`config.mk`:
```
export PLATFORM = sky130hd
export DESIGN_NAME = fcu_root_div
export DESIGN_NICKNAME = d
export VERILOG_FILES = /design/src/hdl/fcu_pkg.sv /design/src/hdl/fcu_root_div.sv
export SDC_FILE = /design/constraint.sdc
export NUM_CORES = 1
export LEC_CHECK = 0
export ABC_CLOCK_PERIOD_IN_PS = 11150
export BUFFER_PORTS_ARGS = -buffer_cell sky130_fd_sc_hd__buf_4
export CAP_MARGIN = 30
export CORE_ASPECT_RATIO = 1.75
export CORE_MARGIN = 5
export CORE_UTILIZATION = 42
export CTS_CLUSTER_DIAMETER = 200
export DETAILED_ROUTE_END_ITERATION = 6
export REMOVE_ABC_BUFFERS = 1
export SLEW_MARGIN = 20
export SYNTH_ARGS = -nofsm -noshare
export SYNTH_HDL_FRONTEND = slang
export SYNTH_SLANG_ARGS = --single-unit
```
`constraint.sdc`:
```
create_clock -name clock -period 11.15 [get_ports clock]
set_clock_uncertainty 0.05 [all_clocks]
set_input_delay 1.115 -clock clock [delete_from_list [all_inputs] [get_ports clock]]
set_output_delay 1.115 -clock clock [all_outputs]
set_load 0.05 [all_outputs]
```
`src/hdl/fcu_pkg.sv`:
```
// ----------------------------------------------------------------------------
// fcu_pkg
// Shared constants, types and arithmetic helpers of the fly camera core.
// ----------------------------------------------------------------------------
package fcu_pkg;

   // angles in degrees Q16
   localparam int DEG89  = 5832704;
   localparam int DEG90  = 5898240;
   localparam int DEG180 = 11796480;
   localparam logic [32:0] DEG360_U  = 33'd23592960;
   // 128 full turns, lifts any wrapped sum above zero
   localparam logic [32:0] WRAP_BIAS = 33'd3019898880;

   // CORDIC gain, Q30
   localparam int GAIN_Q30 = 652032874;
   // angle accumulator width and arctangent table index width
   localparam int ZW      = 26;
   localparam int ATAN_IW = 5;

   typedef enum logic {
      OP_ROOT,
      OP_DIV
   } op_type;

   typedef struct packed {
      logic   start;
      op_type op;
   } rd_cmd_type;

   typedef struct packed {
      logic busy;
      logic done;
   } rd_status_type;

   // arctangent of 2^-i in degrees Q16
   function automatic logic signed [ZW-1:0] atan_deg(input logic [ATAN_IW-1:0] i);
      logic signed [ZW-1:0] a;
      begin
         case (i)
            5'd0:    a = 26'sd2949120;
            5'd1:    a = 26'sd1740967;
            5'd2:    a = 26'sd919879;
            5'd3:    a = 26'sd466945;
            5'd4:    a = 26'sd234379;
            5'd5:    a = 26'sd117304;
            5'd6:    a = 26'sd58666;
            5'd7:    a = 26'sd29335;
            5'd8:    a = 26'sd14668;
            5'd9:    a = 26'sd7334;
            5'd10:   a = 26'sd3667;
            5'd11:   a = 26'sd1833;
            5'd12:   a = 26'sd917;
            5'd13:   a = 26'sd458;
            5'd14:   a = 26'sd229;
            5'd15:   a = 26'sd115;
            5'd16:   a = 26'sd57;
            5'd17:   a = 26'sd29;
            5'd18:   a = 26'sd14;
            5'd19:   a = 26'sd7;
            5'd20:   a = 26'sd4;
            5'd21:   a = 26'sd2;
            5'd22:   a = 26'sd1;
            default: a = 26'sd0;
         endcase
         return a;
      end
   endfunction

   // shift right by s, rounding half away from zero
   function automatic logic signed [63:0] round_shift(input logic signed [63:0] v,
                                                      input int unsigned s);
      logic [63:0] m;
      begin
         m = v[63] ? 64'(-v) : 64'(v);
         m = (m + (64'd1 << (s - 1))) >> s;
         return v[63] ? -$signed(m) : $signed(m);
      end
   endfunction

   // clamp to the signed 32 bit range
   function automatic logic signed [31:0] sat32(input logic signed [33:0] v);
      logic signed [31:0] r;
      begin
         if (v > 34'sh0_7FFF_FFFF) r = 32'sh7FFF_FFFF;
         else if (v < -34'sh0_8000_0000) r = -32'sh8000_0000;
         else r = v[31:0];
         return r;
      end
   endfunction

endpackage

```
`src/hdl/fcu_root_div.sv`:
```
// ----------------------------------------------------------------------------
// fcu_root_div
// Iterative integer square root (one result bit per cycle) and restoring
// divider for the 15 bit normalize quotient (one quotient bit per cycle).
// ----------------------------------------------------------------------------
module fcu_root_div
   import fcu_pkg::*;
(
   input  logic          clock,
   input  logic          reset,
   input  rd_cmd_type    cmd,
   input  logic [63:0]   operand_a,
   input  logic [31:0]   divisor,
   output rd_status_type status,
   output logic [31:0]   result
);

   op_type      op_ff;
   logic [63:0] x_ff;
   logic [63:0] r_ff;
   logic [63:0] bit_ff;
   logic [31:0] div_ff;
   logic [14:0] q_ff;
   logic [4:0]  cnt_ff;
   logic        busy_ff;
   logic        done_ff;

   logic [63:0] root_t;
   logic [63:0] div_t;

   assign root_t = r_ff + bit_ff;
   assign div_t  = {32'd0, div_ff} << cnt_ff[3:0];

   // sequencer and datapath
   always_ff @(posedge clock) begin
      if (reset) begin
         busy_ff <= 1'b0;
         done_ff <= 1'b0;
      end else begin
         done_ff <= 1'b0;
         if (cmd.start) begin
            busy_ff <= 1'b1;
            op_ff   <= cmd.op;
            x_ff    <= operand_a;
            r_ff    <= 64'd0;
            bit_ff  <= 64'd1 << 62;
            div_ff  <= divisor;
            q_ff    <= 15'd0;
            cnt_ff  <= (cmd.op == OP_ROOT) ? 5'd31 : 5'd14;
         end else if (busy_ff) begin
            if (op_ff == OP_ROOT) begin
               if (x_ff >= root_t) begin
                  x_ff <= x_ff - root_t;
                  r_ff <= (r_ff >> 1) + bit_ff;
               end else begin
                  r_ff <= r_ff >> 1;
               end
               bit_ff <= bit_ff >> 2;
            end else begin
               if (x_ff >= div_t) begin
                  x_ff              <= x_ff - div_t;
                  q_ff[cnt_ff[3:0]] <= 1'b1;
               end
            end
            if (cnt_ff == 5'd0) begin
               busy_ff <= 1'b0;
               done_ff <= 1'b1;
            end else begin
               cnt_ff <= cnt_ff - 5'd1;
            end
         end
      end
   end

   assign status.busy = busy_ff;
   assign status.done = done_ff;
   assign result      = (op_ff == OP_ROOT) ? r_ff[31:0] : {17'd0, q_ff};

endmodule

```
==> Yosys cells after proc, flatten, opt, wreduce, memory -nomap -nowiden <==
Cells that the tools add are included.
{ "op_classes": {"addsub": 5, "order_cmp": 4, "eq_ne": 3, "n_shift": 1, "muxes": 24, "n_bitwise": 3, "n_reduce_logical": 12} }
{ "ops": {"columns": ["cell", "count"], "rows": [
  ["64-bit 2-to-1 mux", 10],
  ["64-bit greater-or-equal comparator", 2],
  ["64-bit subtractor", 2],
  ["63-bit by 64-bit adder with 64-bit output", 1],
  ["64-bit adder", 1],
  ["32-bit by 4-bit left shift with 64-bit output", 1],
  ["15-bit 2-to-1 mux", 3],
  ["32-bit 2-to-1 mux", 1],
  ["5-bit 2-to-1 mux", 4],
  ["15-bit OR", 1],
  ["4-bit AND reduction", 2],
  ["3-bit AND reduction", 2],
  ["2-bit nonzero test", 3],
  ["5-bit zero test", 1],
  ["4-bit by 5-bit < comparator with 1-bit output, second input constant", 1],
  ["1-bit 2-to-1 mux", 5],
  ["5-bit by 1-bit subtractor with 5-bit output, second input constant", 1],
  ["1-bit demux with 4-bit select", 1],
  ["4-bit by 1-bit greater-or-equal comparator with 1-bit output, second input constant", 1],
  ["2-bit != test, second input constant", 2],
  ["3-bit by 2-bit != test with 1-bit output, second input constant", 1],
  ["3-bit nonzero test", 1],
  ["3-bit OR reduction", 1],
  ["1-bit inverter", 2],
  ["other kinds (2)", 2]
]} }
{ "word_totals": {"regBits": 247} }

==> Logic depth before layout (Yosys ltp) <==
Gate-level depths: netlist (run 1).
{ "depth": {"depth_word": 8, "mapped_depth": 26, "mapped_depth_nobuf": 25} }

==> Worst setup path after synthesis (run 1) <==
OpenSTA, ideal clock, no wires.
{ "synth_path": {"kind": "register to register", "start": "register r_ff[10]", "end": "register x_ff[0], enable pin", "setup_time_ns": 0.574, "t_arrival_ns": 9.193, "slack_ns": 1.333, "stages_incl_launch_ff": 24, "path_buffers": 2, "synth_period_minus_slack_ns": 9.817, "cell_sequence": "edfxtp_1 ha_1 a31o_2 a31oi_2 nand2_1 a31oi_1 o21ai_0 a31oi_1 o21bai_1 a41o_1 a21oi_1 xor2_1 ha_1 nand2_1 nor2_1 and3_1 nand3_1 a211o_1 o211a_2 o41ai_4 buf_4 buf_2 mux2i_1 o21ai_0"} }
{ "synth_between": {"elab_chain_len": 4} }
{ "synth_rtl": {"columns": ["item", "line_no", "source"], "rows": [
  ["from (decl)", "fcu_root_div.sv:20", "logic [63:0] r_ff;"],
  ["from (signal assigned)", "fcu_root_div.sv:54", "r_ff <= (r_ff >> 1) + bit_ff;"],
  ["from (signal assigned)", "fcu_root_div.sv:56", "r_ff <= r_ff >> 1;"],
  ["64-bit adder", "fcu_root_div.sv:31", "assign root_t = r_ff + bit_ff;"],
  ["64-bit greater-or-equal comparator", "fcu_root_div.sv:52", "if (x_ff >= root_t) begin"],
  ["3-bit nonzero test (no line)", null, null],
  ["4-bit AND reduction (no line)", null, null],
  ["to (signal assigned)", "fcu_root_div.sv:44", "x_ff <= operand_a;"],
  ["to (signal assigned)", "fcu_root_div.sv:53", "x_ff <= x_ff - root_t;"],
  ["to (signal assigned)", "fcu_root_div.sv:61", "x_ff <= x_ff - div_t;"],
  ["to (decl)", "fcu_root_div.sv:19", "logic [63:0] x_ff;"]
]} }
No other way between the ends.
A chain may end at the register's enable or synchronous reset.

==> Final worst setup path (run 1) <==
{ "layout_path": {"start": "register cnt_ff[0]", "end": "register x_ff[63], enable pin"} }
{ "layout_between": {"elab_chain_len": 4} }
{ "layout_rtl": {"columns": ["item", "line_no", "source"], "rows": [
  ["from (decl)", "fcu_root_div.sv:24", "logic [4:0] cnt_ff;"],
  ["from (signal assigned)", "fcu_root_div.sv:49", "cnt_ff <= (cmd.op == OP_ROOT) ? 5'd31 : 5'd14;"],
  ["from (signal assigned)", "fcu_root_div.sv:69", "cnt_ff <= cnt_ff - 5'd1;"],
  ["32-bit by 4-bit left shift with 64-bit output", "fcu_root_div.sv:32", "assign div_t = {32'd0, div_ff} << cnt_ff[3:0];"],
  ["64-bit greater-or-equal comparator", "fcu_root_div.sv:60", "if (x_ff >= div_t) begin"],
  ["3-bit by 2-bit != test with 1-bit output (no line)", null, null],
  ["4-bit AND reduction (no line)", null, null]
]} }
No other way between the ends.

==> metrics.yaml, run 1 <==
finish:
  syn_to_final_growth_pct: 10.5
  nets: 2973
  final_common_cell: "nand2_1"
  seqCellArea_um2: 6440
  fin_cells: 3388
  mostFrequentLayoutCells: "nand2_1 (301), nor2_1 (273), a21oi_1 (236)"
  multiInputGateArea_um2: 15000
  fill_cells: 5185
  drive_gt1_share_pct: 11.2
  diodes: 0
  final_util_pct: 46.9
  design_area_um2: 24600
timing:
  setup_viol: 0
  max_freq_mhz: 145
  fin_ws_ns: 4.25
  fin_crit_ns: 6.90
  setup_tns_ns: 0
  worst_pin_slew_ns: 0.951
  final_hold_viol_count: 0
  report.final.slew_viol_count: 0
  holdWs_ns: 0.427
  period_share_pct: 61.9
  rsz0062_at_grt: "no"
  relSlewSlack_pct: 36.6
min_path:
  hold_path_class: "reg2reg"
  worstHoldPathCells: 1
pwr:
  ir_worst_vdd_uv: 130
  clock_power_share_pct: 20.1
  power_mw: 4.27
  swShare_pct: 45.3
  seq_power_share_pct: 27.1
  pwr-share-comb_pct: 52.8
  intPower_mw: 2.34
  p_leak_nw: 9.42
  p_switching_mw: 1.93
  power_density_nw_per_um2: 174
die:
  die_area_um2: 57800
  rows: 111
  core_area_um2: 52400
  start_util_pct: 42.5
  pin_count: 134
  die_y_um: 314
  die_w_um: 184
grt:
  grt_max_degree: 89
  grt_overflow: 0
  first_global_vias: 20723
  antenna_found_initial: 0
  grt_pass1_wl_mm: 120
  track_usage_pct: 26.7
outcome:
  status: "finished clean"
critical_path:
  worstSetupPathDepth: 17
  crit_type: "reg2reg"
  worstPathRequired_ns: 11.27
  crit_path_top_delay_cell: "buf_4"
  cpPeakStageDelay_ns: 0.70
  rr_worst_depth: 17
  path_cells: "buf_4, mux4_2, mux2_2, o21ai_0, ha_1, nand2_1, nor4_2, nor3b_1, o221ai_1, a21oi_2, a21oi_1, o21ai_1, nand2_1, nand4_1, mux2i_1, o21ai_4, buf_4"
  path_delay_family: "compound AO/OA/AOI/OAI gates"
  path_max_fanout: 64
  end_kind: "register"
  crit_arrival_ns: 7.02
  cp_num_buf_inv: 2
  start_kind: "register"
placement:
  routabilityCongestion: 1.00
  dpl_cell_area_um2: 23700
  pre_cts_slack_ns: 4.40
  hpwl_mm: 63.9
  portBuffers: 133
  place_inst: 3339
detailed_routing:
  first_pass_iters: 6
  drtIter0Drc: 1514
  vias: 20723
  wire_per_inst_um: 23.6
  post-route-drc-count: 0
  postRouteAntennaNets: 0
  routed_wl_mm: 79.9
  avgViaCountPerCell: 6.12
clock_network:
  cts.sinks: 215
  clk_latency_ns: 0.56
  cts_tree: "done"
  numCtsBuffers: 26
  cts.path.max_buffers: 3
  clock_tree.root_cell: "clkbuf_16"
  clkTransAtPathRegs_ns: 0.06
  cts_hold_buffers: 0
  post_cts_resized: 0
  cts_setup_buffers: 0
  htreeDepth: 1
yosys:
  synth_flop_cell: "edfxtp_1"
  synth-compound-area-share_pct: 24.3
  synth_seq_cells: 215
  synth.distinct_cells: 94
  synth_edf_count: 213
  async_flop_share_pct: 0
  yosys_warnings: 0
  syn_area_um2: 22200
  synth_top_family_by_area: "compound AO/OA/AOI/OAI gates"
  ys_seq_area_share_pct: 28.9
  synth_adder_area_share_pct: 10.4
  synth.avg_cell_area_um2: 8.39
  synthMuxAreaShare_pct: 4.60
  synthXorXnorAreaFrac_pct: 9.10
  synthSimpleGateAreaFrac_pct: 19.0
  postSynthCellCount: 2650
job:
  cap_viol_max_count: 0
-- sequential cells by signal, summed over array words and instances, names as in the netlist --
register	count
cnt_ff	5
bit_ff	32
done_ff	1
op_ff	1
div_ff	32
x_ff	64
busy_ff	1
q_ff	15
r_ff	64
-- path summary, 6_finish.rpt --
| kind | start | end | slack (ns) |
|---|---|---|---|
| max reg2reg | cnt_ff[0] | x_ff[63] | 4.25 |
| min | cnt_ff[4] | done_ff | 0.43 |
| max | cnt_ff[0] | x_ff[63] | 4.25 |
| min reg2reg | cnt_ff[4] | done_ff | 0.43 |
-- cells in the mapped netlist, types with 62 or more instances --
library cell / n / area [um2]
edfxtp_1: 213 / 6400
o21ai_0: 162 / 811
nand4_1: 67 / 419
a31oi_1: 70 / 438
ha_1: 181 / 2260
a21oi_1: 236 / 1180
xor2_1: 120 / 1050
nor2b_1: 81 / 507
xnor2_1: 111 / 972
clkbuf_1: 106 / 398
nor2_1: 274 / 1030
nand2_1: 301 / 1130
inv_1: 62 / 233
-- kinds of logic after synthesis --
logic type / after synthesis
XOR/XNOR: 231
flip-flops: 215
adder cells (fa/ha/maj): 183
AND/OR/NAND/NOR: 914
AO/OA/AOI/OAI: 827
buffers and inverters: 204
multiplexers: 76
-- power groups by stage --
stage / clock network, mW / registers [mW] / logic [mW]
floorplan: 0 / 1.11 / 1.60
global placement: 0 / 1.17 / 2.22
finish: 0.858 / 1.16 / 2.26
detailed placement: 0 / 1.17 / 2.23
CTS: 0.878 / 1.16 / 2.24
global route: 0.915 / 1.16 / 2.46
-- routing by layer --
metal | global-route usage (%) | up-vias | wire length (um)
met4 | 16.2 | 0 | 6040
met5 | 0 | - | 0
met3 | 2.20 | 210 | 3460
met1 | 28.0 | 9849 | 28100
met2 | 50.5 | 740 | 42400
li1 | - | 9924 | -
-- area by class of cell --
cell class,instances,area share [%]
multi-input cells,2231,61.1
flip-flops and latches,215,26.2
repair buffers,152,4.85
well taps,678,3.45
clock buffers,30,2.80
inverters,64,0.978
clock inverters,18,0.631
Note: power is estimated with default switching activity, not from simulation.
==> run 2: changes to the inputs <==
Settings changed: ABC_CLOCK_PERIOD_IN_PS 11150 to 5800.
Clock period 11.15 ns to 5.8 ns, I/O delays scaled along.
==> metrics.yaml, run 2 (synthesis gave the netlist of run 1 again) <==
clock_network:
  clk_latency_ns: 0.58
  cts.sinks: 215
  clkTransAtPathRegs_ns: 0.07
  cts_hold_buffers: 0
  clock_tree.root_cell: "clkbuf_16"
  cts_tree: "done"
  numCtsBuffers: 26
  htreeDepth: 1
  cts.path.max_buffers: 3
finish:
  reg_top3: "r_ff: 64 flops, x_ff: 64 flops"
  syn_to_final_growth_pct: 16.3
  final_common_cell: "nand2_1"
  nets: 3094
  drive_gt1_share_pct: 16.4
  mostFrequentLayoutCells: "nand2_1 (300), nor2_1 (270), buf_4 (264)"
die:
  die_area_um2: 57800
  core_area_um2: 52400
  start_util_pct: 42.5
  pin_count: 134
  die_w_um: 184
  die_y_um: 314
  rows: 111
pwr:
  power_mw: 8.59
  ir_worst_vdd_uv: 224
  p_leak_nw: 10.1
  power_density_nw_per_um2: 332
grt:
  grt.busiest_layer: "met2"
  grt_use_met3_pct: 2.45
  antenna_found_initial: 1
  track_usage_pct: 27.0
  grt.met1_usage_pct: 27.0
  grt_pass1_wl_mm: 122
  grt_overflow: 0
  grt_use_met2_pct: 51.3
  grt_max_degree: 68
  first_global_vias: 21604
timing:
  fin_crit_ns: 5.57
  period_share_pct: 96.0
  worst_pin_slew_ns: 1.04
  report.final.slew_viol_count: 0
  final_hold_viol_count: 0
  holdWs_ns: 0.131
  relSlewSlack_pct: 30.1
  rsz0062_at_grt: "yes"
  fin_ws_ns: 0.231
  setup_viol: 0
  max_freq_mhz: 180
  setup_tns_ns: 0
detailed_routing:
  routed_wl_mm: 82.3
  vias: 21391
  first_pass_iters: 6
  wire_per_inst_um: 23.4
  post-route-drc-count: 0
  avgViaCountPerCell: 6.09
  drtIter0Drc: 1450
  postRouteAntennaNets: 0
outcome:
  status: "finished clean"
critical_path:
  path_max_fanout: 5
  worstPathRequired_ns: 6.19
  start_kind: "register"
  crit_arrival_ns: 5.95
  cpPeakStageDelay_ns: 0.45
  crit_path_top_delay_cell: "edfxtp_1"
  end_kind: "register"
  crit_type: "reg2reg"
placement:
  routabilityCongestion: 0.982
  hpwl_mm: 65.9
  portBuffers: 133
  pre_cts_slack_ns: -0.00264
min_path:
  hold_path_class: "in2reg"
job:
  cap_viol_max_count: 0
==> run 2: cell types whose count changed in the layout (fill, tap and decap cells not counted), moves of 4 or more <==
cell      before  now
a31oi_1       70   65
o21ai_1       17   21
a21oi_2        5   10
ha_4           0    7
buf_12         0    4
o21ai_0      161  155
a21oi_1      236  229
buf_4        148  264
clkinv_2      10    4
ha_1         181  171
==> run 2: report_power, final <==
| part | switching, mW | internal [mW] |
|---|---|---|
| logic | 2.85 | 1.84 |
| registers | 0.248 | 1.95 |
| clock network | 0.726 | 0.986 |
==> run 2: area by class of cell <==
class | instances | area (um2)
Fill cell | 5086 | 26500
Multi-Input combinational cell | 2231 | 15400
Sequential cell | 215 | 6440
Timing Repair Buffer | 273 | 2110
Tap cell | 678 | 848
Clock buffer | 31 | 691
Inverter | 64 | 243
Clock inverter | 17 | 175
Antenna cell | 1 | 2.50
==> run 2: worst max-delay path: cells and delay by family, from the launching register on <==
| kind | cells | cell delay, ns |
|---|---|---|
| xor+xnor | 1 | 0.18 |
| compound gates | 14 | 2.86 |
| simple gates | 5 | 0.79 |
| flops | 1 | 0.45 |
| fa+ha+maj | 2 | 0.59 |
| buf+inv | 4 | 0.52 |
==> run 2: worst paths after layout <==
check	from	end	slack, ns	cells after the start
min reg2reg	cnt_ff[4]	done_ff	0.42	1
min	divisor[4]	div_ff[4]	0.13	1
max reg2reg	bit_ff[10]	r_ff[62]	0.23	26
max	bit_ff[10]	r_ff[62]	0.23	26
==> run 2: metrics by stage <==
| step | util [%] | cell area [um2] | cells |
|---|---|---|---|
| after global placement | 46.9 | 24500 | 3447 |
| final | 49.4 | 25900 | 3510 |
| after detailed placement | 46.9 | 24500 | 3447 |
| after global routing | 49.4 | 25900 | 3509 |
| after floorplan | - | 21700 | 2510 |
| after CTS | 48.5 | 25400 | 3495 |
==> run 2: repair_timing <==
action                                  4_1_cts  5_1_grt
cloned                                        0        1
endpoints found under the setup margin        4      138
pin swaps                                     0       33
setup buffers                                 0       13
endpoints found under the hold margin         0        0
resized for setup                             2       62
==> run 2: metal layers <==
layer	up-vias	part of all wire (%)
met5	-	0
met4	0	9.0
met3	268	4.5
met2	792	52
met1	10163	34
li1	10168	-
